[src/rtl/spct_pkg.sv]
// Shared types and constants for the shortest path unit.
package spct_pkg;

   localparam int MaxVertices = 64;
   localparam int MaxEdges    = 256;

   localparam logic signed [31:0] S32Max = 32'sh7fffffff;
   localparam logic signed [31:0] S32Min = 32'sh80000000;

   // Operation codes of an input beat.
   localparam logic [1:0] OpAppend = 2'd0;
   localparam logic [1:0] OpRun    = 2'd1;
   localparam logic [1:0] OpClear  = 2'd2;

   // Configuration register indexes.
   localparam logic [0:0] CsrVertexCount = 1'b0;
   localparam logic [0:0] CsrStartVertex = 1'b1;

   typedef enum logic [2:0] {
      ST_IDLE,
      ST_INIT,
      ST_READ,
      ST_CALC,
      ST_HEAD,
      ST_WRITE,
      ST_EMIT_RD,
      ST_EMIT
   } state_type;

   // Commands from the controller to the datapath.
   typedef struct packed {
      logic append;
      logic clear;
      logic init_vtx;
      logic edge_rd;
      logic vtx_rd;
      logic head_rd;
      logic relax_wr;
      logic emit_rd;
      logic emit;
   } cmd_type;

   // Saturating signed 32-bit add of a path value and a 16-bit weight.
   function automatic logic signed [31:0] sat_add(input logic signed [31:0] a,
                                                 input logic signed [15:0] b);
      logic signed [32:0] s;
      s = {a[31], a} + {{17{b[15]}}, b};
      if (s > 33'sh07fffffff) return S32Max;
      if (s < -33'sh080000000) return S32Min;
      return s[31:0];
   endfunction

endpackage

[src/rtl/spct_ctrl.sv]
// Sequencer for loads, clears and relaxation runs.
module spct_ctrl #(
   parameter int MaxVertices = spct_pkg::MaxVertices,
   parameter int MaxEdges    = spct_pkg::MaxEdges,
   localparam int VW = $clog2(MaxVertices),
   localparam int EW = $clog2(MaxEdges)
) (
   input  logic              clock,
   input  logic              reset,
   input  logic              start,
   input  logic [1:0]        operation,
   input  logic [VW:0]       vcount,
   input  logic [EW:0]       edge_total,
   output logic              busy,
   output spct_pkg::cmd_type cmd,
   output logic [EW-1:0]     edge_idx,
   output logic [VW-1:0]     vtx_idx
);
   spct_pkg::state_type state_ff, state_in;
   logic [EW:0]  eidx_ff, eidx_in;
   logic [VW:0]  vidx_ff, vidx_in;
   logic [VW:0]  pass_ff, pass_in;
   logic         accept;

   assign accept   = start && !busy;
   assign busy     = state_ff != spct_pkg::ST_IDLE;
   assign edge_idx = eidx_ff[EW-1:0];
   assign vtx_idx  = vidx_ff[VW-1:0];

   always_ff @(posedge clock) begin
      if (reset) begin
         state_ff <= spct_pkg::ST_IDLE;
         eidx_ff  <= '0;
         vidx_ff  <= '0;
         pass_ff  <= '0;
      end else begin
         state_ff <= state_in;
         eidx_ff  <= eidx_in;
         vidx_ff  <= vidx_in;
         pass_ff  <= pass_in;
      end
   end

   // Next state and commands. Per edge: READ, CALC, HEAD, WRITE.
   always_comb begin
      state_in = state_ff;
      eidx_in  = eidx_ff;
      vidx_in  = vidx_ff;
      pass_in  = pass_ff;
      cmd      = '0;
      case (state_ff)
         spct_pkg::ST_IDLE: begin
            if (accept) begin
               case (operation)
                  spct_pkg::OpAppend: cmd.append = 1'b1;
                  spct_pkg::OpClear:  cmd.clear  = 1'b1;
                  spct_pkg::OpRun: begin
                     state_in = spct_pkg::ST_INIT;
                     vidx_in  = '0;
                  end
                  default: ;
               endcase
            end
         end
         spct_pkg::ST_INIT: begin
            cmd.init_vtx = 1'b1;
            vidx_in = vidx_ff + 1'b1;
            if (vidx_ff == (VW + 1)'(MaxVertices - 1)) begin
               pass_in = (VW + 1)'(1);
               eidx_in = '0;
               vidx_in = '0;
               if (pass_in >= vcount || edge_total == '0) begin
                  state_in = spct_pkg::ST_EMIT_RD;
               end else begin
                  state_in = spct_pkg::ST_READ;
               end
            end
         end
         spct_pkg::ST_READ: begin
            cmd.edge_rd = 1'b1;
            state_in = spct_pkg::ST_CALC;
         end
         spct_pkg::ST_CALC: begin
            cmd.vtx_rd = 1'b1;
            state_in = spct_pkg::ST_HEAD;
         end
         spct_pkg::ST_HEAD: begin
            cmd.head_rd = 1'b1;
            state_in = spct_pkg::ST_WRITE;
         end
         spct_pkg::ST_WRITE: begin
            // Head entry is on the read port; decide and write back.
            cmd.relax_wr = 1'b1;
            state_in = spct_pkg::ST_READ;
            eidx_in = eidx_ff + 1'b1;
            if (eidx_ff + 1'b1 >= edge_total) begin
               eidx_in = '0;
               pass_in = pass_ff + 1'b1;
               if (pass_ff + 1'b1 >= vcount) begin
                  state_in = spct_pkg::ST_EMIT_RD;
               end
            end
         end
         spct_pkg::ST_EMIT_RD: begin
            cmd.emit_rd = 1'b1;
            state_in = spct_pkg::ST_EMIT;
         end
         spct_pkg::ST_EMIT: begin
            cmd.emit = 1'b1;
            vidx_in = vidx_ff + 1'b1;
            state_in = spct_pkg::ST_EMIT_RD;
            if (vidx_ff + 1'b1 >= vcount) begin
               state_in = spct_pkg::ST_IDLE;
            end
         end
         default: state_in = spct_pkg::ST_IDLE;
      endcase
   end

`ifndef ASSERT_OFF
   a_one_action: assert property (@(posedge clock) disable iff (reset)
      $onehot0({cmd.append, cmd.clear, cmd.init_vtx, cmd.edge_rd, cmd.vtx_rd,
                cmd.head_rd, cmd.relax_wr, cmd.emit_rd, cmd.emit}))
      else $error("controller issued two commands at once");
   a_emit_follows_rd: assert property (@(posedge clock) disable iff (reset)
      cmd.emit |-> $past(cmd.emit_rd))
      else $error("emit without a preceding table read");
   a_write_follows_head: assert property (@(posedge clock) disable iff (reset)
      cmd.relax_wr |-> $past(cmd.head_rd))
      else $error("relaxation write without a head read");
   a_load_idle: assert property (@(posedge clock) disable iff (reset)
      (cmd.append || cmd.clear) |-> !busy)
      else $error("edge list changed during a run");
`endif
endmodule

[config.mk]
export PLATFORM = sky130hd
export DESIGN_NAME = spct_ctrl
export DESIGN_NICKNAME = d
export VERILOG_FILES = /design/src/rtl/spct_pkg.sv /design/src/rtl/spct_ctrl.sv
export SDC_FILE = /design/constraint.sdc
export NUM_CORES = 1
export LEC_CHECK = 0
export BUFFER_PORTS_ARGS = -buffer_cell sky130_fd_sc_hd__buf_2
export CAP_MARGIN = 40
export CORE_AREA = 5 5 81 83
export DETAILED_ROUTE_END_ITERATION = 10
export DIE_AREA = 0 0 86 88
export PLACE_DENSITY = 0.62
export SYNTH_ARGS = -nofsm -noshare
export SYNTH_HDL_FRONTEND = slang
export SYNTH_SLANG_ARGS = --single-unit
export TNS_END_PERCENT = 5
[constraint.sdc]
create_clock -name clock -period 3.3 [get_ports clock]
set_clock_uncertainty 0.2 [all_clocks]
set_input_delay 0.165 -clock clock [delete_from_list [all_inputs] [get_ports clock]]
set_output_delay 0.165 -clock clock [all_outputs]
set_load 0.01 [all_outputs]
==> run_results.csv, run 1 <==
group,metric,value,unit
status,status,"completed",
logic_synthesis,ys.flop_type,"dfxtp_1",
placement,dpl.hpwl,4070,µm
logic_synthesis,async_reset_ff_share,0,%
floorplan,die_area,7570,µm²
worst_setup_path,critPathTopFamily,"compound AO/OA/AOI/OAI gates",
sta,drv_slew,0,
detailed_routing,dr.pass1.iters,4,
sta,period_needed,2.99,ns
floorplan,die_y,88,µm
floorplan,io_pins,45,
logic_synthesis,synthesis.area,2230,µm²
global_route,grtUsageTotal,13.7,%
global_route,antenna_found_initial,0,
layout,fin_cells,381,
logic_synthesis,synth_largest_area_cell,"dfxtp_1",
sta,worstMarginPinSlew,0.550,ns
floorplan,rows,28,
worst_setup_path,rr_startpoint,"eidx_ff[1]",
worst_setup_path,path_max_fanout,13,
detailed_routing,first_iter_violations,72,
sta,finalWorstSetupSlack,0.308,ns
worst_hold_path,hold-path-cell-count,3,
clock_network,cts_buffers,3,
layout,fillers,604,
worst_setup_path,worstSetupPathType,"reg2reg",
clock_network,clkLatencyLatePin,0.27,ns
worst_setup_path,critPathMaxStageDelay,0.37,ns
worst_setup_path,cp-start-kind,"flop",
logic_synthesis,synth_nets,326,
clock_network,cts_buffer_depth,2,
worst_setup_path,path_buf_inv,1,
job,cap_violations,0,
logic_synthesis,yosysSeqAreaShare,23.3,%
power,peakVddDrop,0.130,mV
clock_network,root_buffer,"clkbuf_8",
placement,pre_cts_ws,0.217,ns
worst_setup_path,critical_path_required,3.28,ns
detailed_routing,remaining_drc_errors,0,
worst_setup_path,path_cells,"ha_1 > nand3_1 > nor2_1 > nor2b_1 > or2_2 > ha_1 > a211oi_2 > o21bai_1 > a211oi_2 > buf_6 > o21bai_2 > o311ai_1",
logic_synthesis,synthCells,279,
floorplan,start_util,38.6,%
clock_network,clock-sinks,26,
layout,diodes,0,
clock_network,clkTransAtPathRegs,0.09,ns
detailed_routing,ant_nets,0,
worst_setup_path,r2r.worst_path.cells,12,
global_route,grt_max_degree,30,
floorplan,die_w,86,µm
worst_setup_path,endpoint_kind,"flop",
sta,max_freq,334,MHz
clock_network,cts_tree,"yes",
detailed_routing,wl_per_cell,13.6,µm
layout,multi_input_area,1480,µm²
logic_synthesis,ys_ff_latch,26,
placement,placed_cells,377,
worst_setup_path,r2r-end,"pass_ff[3]",
layout,layout.nets,354,
placement,portBuffers,44,
worst_setup_path,cp.depth,12,
logic_synthesis,yosysWarningCount,0,
worst_hold_path,hold_path.class,"in2reg",
floorplan,core_area,5780,µm²
logic_synthesis,synth_area_leaders,"dfxtp_1 (23%), ha_1 (15%), buf_4 (5.4%), xnor2_1 (4.3%), inv_1 (3.9%)",
worst_setup_path,cp-startpoint,"eidx_ff[1]",
sta,slew-limit-headroom,63.1,%
sta,final_hold_viol_count,0,
sta,rsz0062_at_grt,"no",
logic_synthesis,avgSynthCellArea,8.00,µm²
logic_synthesis,synth-edff-count,0,
layout,final_layout_size_suffix_gt1_share,20.3,%
power,leakagePower,1.19,nW
clock_network,htreeDepth,1,
worst_setup_path,critPathArrivalTime,2.97,ns
power,p_per_area,241,nW/µm²
logic_synthesis,synth_top_area_share,23.3,%
global_route,overflow,0,
sta,finalSetupViolCount,0,
clock_network,cts_hold_buf,0,
clock_network,ctsResizeCount,0,
detailed_routing,vias_per_cell,5.31,
clock_network,cts_setup_buffers,0,
worst_setup_path,crit_end,"pass_ff[3]",
placement,gp_congestion,0.888,
layout,regArea,522,µm²
sta,period_share,90.7,%
worst_setup_path,r2r_slack,0.31,ns
global_route,grt_pass1_vias,1891,
layout,areaGrowthSynthToFinish,11.1,%
logic_synthesis,synthDistinctLibCells,58,
detailed_routing,routed_wl,5180,µm
sta,fin_tns_setup,0,ns
worst_hold_path,hp-start,"start",
detailed_routing,vias,2022,
worst_setup_path,cp_slowest_cell,"dfxtp_2",
global_route,grt_pass1_wl,8510,µm
-- worst reg2reg max path, cell delays in order (launching register included) --
cell and delay [ns]:
dfxtp_2 0.37, ha_1 0.18, nand3_1 0.15, nor2_1 0.17, nor2b_1 0.08, or2_2 0.29
ha_1 0.31, a211oi_2 0.27, o21bai_1 0.13, a211oi_2 0.26, buf_6 0.19, o21bai_2 0.10
o311ai_1 0.22
-- synthesized netlist by cell type (3+ instances only) --
master / n
dfxtp_1: 26
ha_1: 26
inv_1: 23
nor2_1: 21
a21oi_1: 17
buf_4: 16
nand2_1: 16
nand3_1: 13
xnor2_1: 11
o21ai_0: 8
nor2b_1: 7
nor3_1: 7
nor3b_1: 5
xor2_1: 5
clkbuf_1: 4
o31ai_1: 4
or2_2: 4
a22oi_1: 3
a32oi_1: 3
and3_1: 3
nand2b_1: 3
nor4_1: 3
o211ai_1: 3
or4_1: 3
-- cells by family after synthesis --
kind of cell               synth area share (%)
adders and majority gates                  14.6
DFF                                        23.3
buffers and inverters                      10.7
xor gates and xnor gates                   6.27
AOI/OAI and AO/OA                          20.5
and+or+nand+nor                            24.7
-- layout by cell type, fill, tap and decap left out, drive strengths merged, types with 4 or more instances in the layout --
master,instances
or2,4
nand2,16
o21ai,9
inv,23
a21oi,17
o31ai,4
nor3b,5
nand3,13
xnor2,11
xor2,5
buf,47
nor2,22
nor2b,7
clkbuf,4
nor4,4
nor3,7
dfxtp,26
ha,26
-- registers in the layout, summed over array words and instances (netlist names) --
register,count
eidx_ff,9
pass_ff,7
vidx_ff,7
state_ff,3
-- area by class of cell --
class                           count  area share [%]
Sequential cell                    26            21.0
Timing Repair Buffer               47            9.93
Multi-Input combinational cell    206            59.6
Inverter                           23            3.48
Clock buffer                        4            2.22
Tap cell                           75            3.78
-- power breakdown --
part | internal, mW | switching [mW]
clock | 0.107 | 0.104
sequential | 0.315 | 0.00400
combinational | 0.0284 | 0.0402
-- worst min-delay path by stage --
stage / endpoint / slack, ns
after floorplan: state_ff[0] / 0.17
after global placement: eidx_ff[8] / 0.29
after detailed placement: eidx_ff[8] / 0.29
after CTS: state_ff[0] / 0.008
after global routing: state_ff[0] / 0.03
final: state_ff[0] / 0.02
-- per-stage QoR --
stage / utilization (%) / total power [mW] / area (µm²) / hold slack, ns
3_3_place_gp: 41.8 / 0.393 / 2420 / 0.290
3_5_place_dp: 41.8 / 0.395 / 2420 / 0.290
4_1_cts: 42.8 / 0.607 / 2470 / 0.00825
2_1_floorplan: - / 0.368 / 2230 / 0.165
5_1_grt: 42.9 / 0.634 / 2480 / 0.0260
6_report: 42.9 / 0.598 / 2480 / 0.0164
-- routing by layer --
layer / track usage (%) / vias to the layer above / routed length (µm)
met3: 2.35 / 4 / 336
met4: 2.73 / 0 / 30
met5: 0 / - / 0
li1: - / 1050 / -
met1: 18.3 / 912 / 2500
met2: 23.2 / 56 / 2310
Power figures use the tool's default switching activity.
==> run 2, diff against run 1 <==
--- a/config.mk
+++ b/config.mk
@@ -10,7 +10,6 @@
 export CORE_AREA = 5 5 81 83
 export DETAILED_ROUTE_END_ITERATION = 10
 export DIE_AREA = 0 0 86 88
-export PLACE_DENSITY = 0.62
 export SYNTH_ARGS = -nofsm -noshare
 export SYNTH_HDL_FRONTEND = slang
 export SYNTH_SLANG_ARGS = --single-unit
==> run 2 against run 1 <==
Setup slack got worse by 0.054 ns. Register-to-register slack got worse by 0.05 ns. First-iteration DRC count increased by 9.7%. Sequential power about the same. Sequential cell count is the same. Critical path depth is 1 higher. Global-route usage is 0.85 points higher.
==> run_results.csv, run 2 (synthesized netlist as in run 1, its figures left out) <==
group,metric,value,unit
floorplan,die_w,86,µm
worst_setup_path,rr_startpoint,"eidx_ff[1]",
job,cap_violations,0,
layout,reg.largest.list,"eidx_ff (9), pass_ff (7), vidx_ff (7)",
floorplan,die_y,88,µm
detailed_routing,remaining_drc_errors,0,
detailed_routing,wl_per_cell,14.0,µm
worst_setup_path,r2r-end,"state_ff[2]",
layout,largest_reg_flops,9,
floorplan,io_pins,45,
floorplan,die_area,7570,µm²
sta,max_freq,328,MHz
sta,finalSetupViolCount,0,
power,p_per_area,229,nW/µm²
worst_setup_path,r2r.worst_path.cells,13,
worst_setup_path,path_max_fanout,7,
detailed_routing,ant_nets,0,
detailed_routing,vias,2033,
power,leakagePower,1.19,nW
clock_network,cts_buffer_depth,2,
global_route,grtUsageTotal,14.5,%
layout,final_core_utilization,43.1,%
sta,final_hold_viol_count,0,
layout,diodes,0,
worst_setup_path,r2r_slack,0.25,ns
layout,layout_common_cells,"buf_2 (44), ha_1 (26), dfxtp_1 (25)",
global_route,grt_pass1_vias,1954,
floorplan,rows,28,
global_route,overflow,0,
placement,placed_cells,377,
layout,areaGrowthSynthToFinish,11.7,%
sta,drv_slew,0,
worst_hold_path,hold-path-cell-count,3,
placement,dpl.hpwl,4130,µm
placement,portBuffers,44,
clock_network,htreeDepth,1,
layout,final_layout_size_suffix_gt1_share,21.1,%
clock_network,clkTransAtPathRegs,0.10,ns
floorplan,start_util,38.6,%
worst_setup_path,critical_path_required,3.27,ns
sta,period_share,92.3,%
worst_hold_path,whs_endpoint,"state_ff[0]",
sta,worstMarginPinSlew,0.546,ns
clock_network,cts_tree,"yes",
detailed_routing,routed_wl,5350,µm
placement,gp_congestion,0.828,
global_route,antenna_found_initial,0,
layout,regMostFlops,"eidx_ff",
layout,layout.nets,357,
detailed_routing,dr.pass1.iters,4,
layout,regArea,522,µm²
worst_setup_path,cp-start-kind,"flop",
global_route,grt_max_degree,30,
floorplan,core_area,5780,µm²
status,status,"completed",
worst_setup_path,endpoint_kind,"flop",
clock_network,clock-sinks,26,
worst_hold_path,hold_path.class,"in2reg",
detailed_routing,vias_per_cell,5.31,
clock_network,clkLatencyLatePin,0.27,ns
layout,fillers,595,
clock_network,cts_hold_buf,0,
layout,final_common_cell,"buf_2",
clock_network,cts_buffers,3,
sta,period_needed,3.05,ns
global_route,grt_pass1_wl,8930,µm
layout,fin_cells,383,
worst_setup_path,critPathArrivalTime,3.02,ns
power,peakVddDrop,0.112,mV
worst_hold_path,hp-start,"start",
sta,slew-limit-headroom,63.3,%
detailed_routing,first_iter_violations,79,
worst_setup_path,worstSetupPathType,"reg2reg",
clock_network,root_buffer,"clkbuf_8",
power,total_power,572,µW
layout,multi_input_area,1480,µm²
==> run 2: changes by cell type in the layout (fill, tap and decap cells not counted), sizes merged <==
cell | before | now
buf | 47 | 50
clkbuf | 4 | 3
==> run 2: layout make-up <==
class | instances | area share, %
multi-input combinational | 206 | 59.4
sequential | 26 | 20.9
timing repair buffer | 50 | 10.8
tap | 75 | 3.76
inverter | 23 | 3.46
clock buffer | 3 | 1.66
==> run 2: what timing repair did <==
| item | CTS | global route |
|---|---|---|
| setup buffers | 0 | 3 |
| gates resized for setup | 0 | 4 |
| setup endpoints to repair | 0 | 9 |
==> run 2: power breakdown <==
group	switching (mW)	total, mW	internal (mW)
clock network	0.102	0.184	0.0820
registers	0.00399	0.319	0.315
logic	0.0401	0.0688	0.0286
total	0.147	0.572	0.426
==> run 2: worst max-delay path, cell delays in order, from the launching register on <==
cell and delay, ns:
dfxtp_2 0.37, ha_1 0.19, nand3_1 0.17, nor2_2 0.17
nor2b_1 0.06, or2_2 0.29, ha_1 0.31, a211oi_2 0.26
o21bai_1 0.12, a211oi_2 0.26, buf_6 0.16, buf_4 0.13
nor4_1 0.06, o21a_1 0.17
==> run 2: routing by layer <==
| layer | GRT usage [%] | vias up | share of wire [%] |
|---|---|---|---|
| met5 | 0 | - | 0 |
| met4 | 3.88 | 0 | 1.0 |
| met3 | 2.07 | 5 | 4.9 |
| met2 | 26.2 | 40 | 47 |
| met1 | 18.1 | 929 | 47 |
| li1 | - | 1059 | - |
==> run 2: worst max-delay path by stage <==
stage / startpoint / to / slack, ns
2_1_floorplan: eidx_ff[0] / eidx_ff[5] / 0.35
3_3_place_gp: eidx_ff[1] / pass_ff[0] / 0.26
3_5_place_dp: eidx_ff[1] / pass_ff[4] / 0.13
4_1_cts: eidx_ff[1] / pass_ff[4] / 0.09
5_1_grt: eidx_ff[1] / pass_ff[4] / -0.001
6_report: eidx_ff[1] / state_ff[2] / 0.25
==> run 2: stage by stage <==
stage / setup WS, ns / instance area, µm² / setup TNS [ns] / hold slack [ns]
final: 0.254 / 2490 / 0 / 0.0243
after global routing: -0.00138 / 2490 / -0.00138 / 0.0482
after CTS: 0.0892 / 2460 / 0 / 0.0124
after detailed placement: 0.134 / 2420 / 0 / 0.291
after global placement: 0.256 / 2420 / 0 / 0.290
after floorplan: 0.350 / 2230 / 0 / 0.165
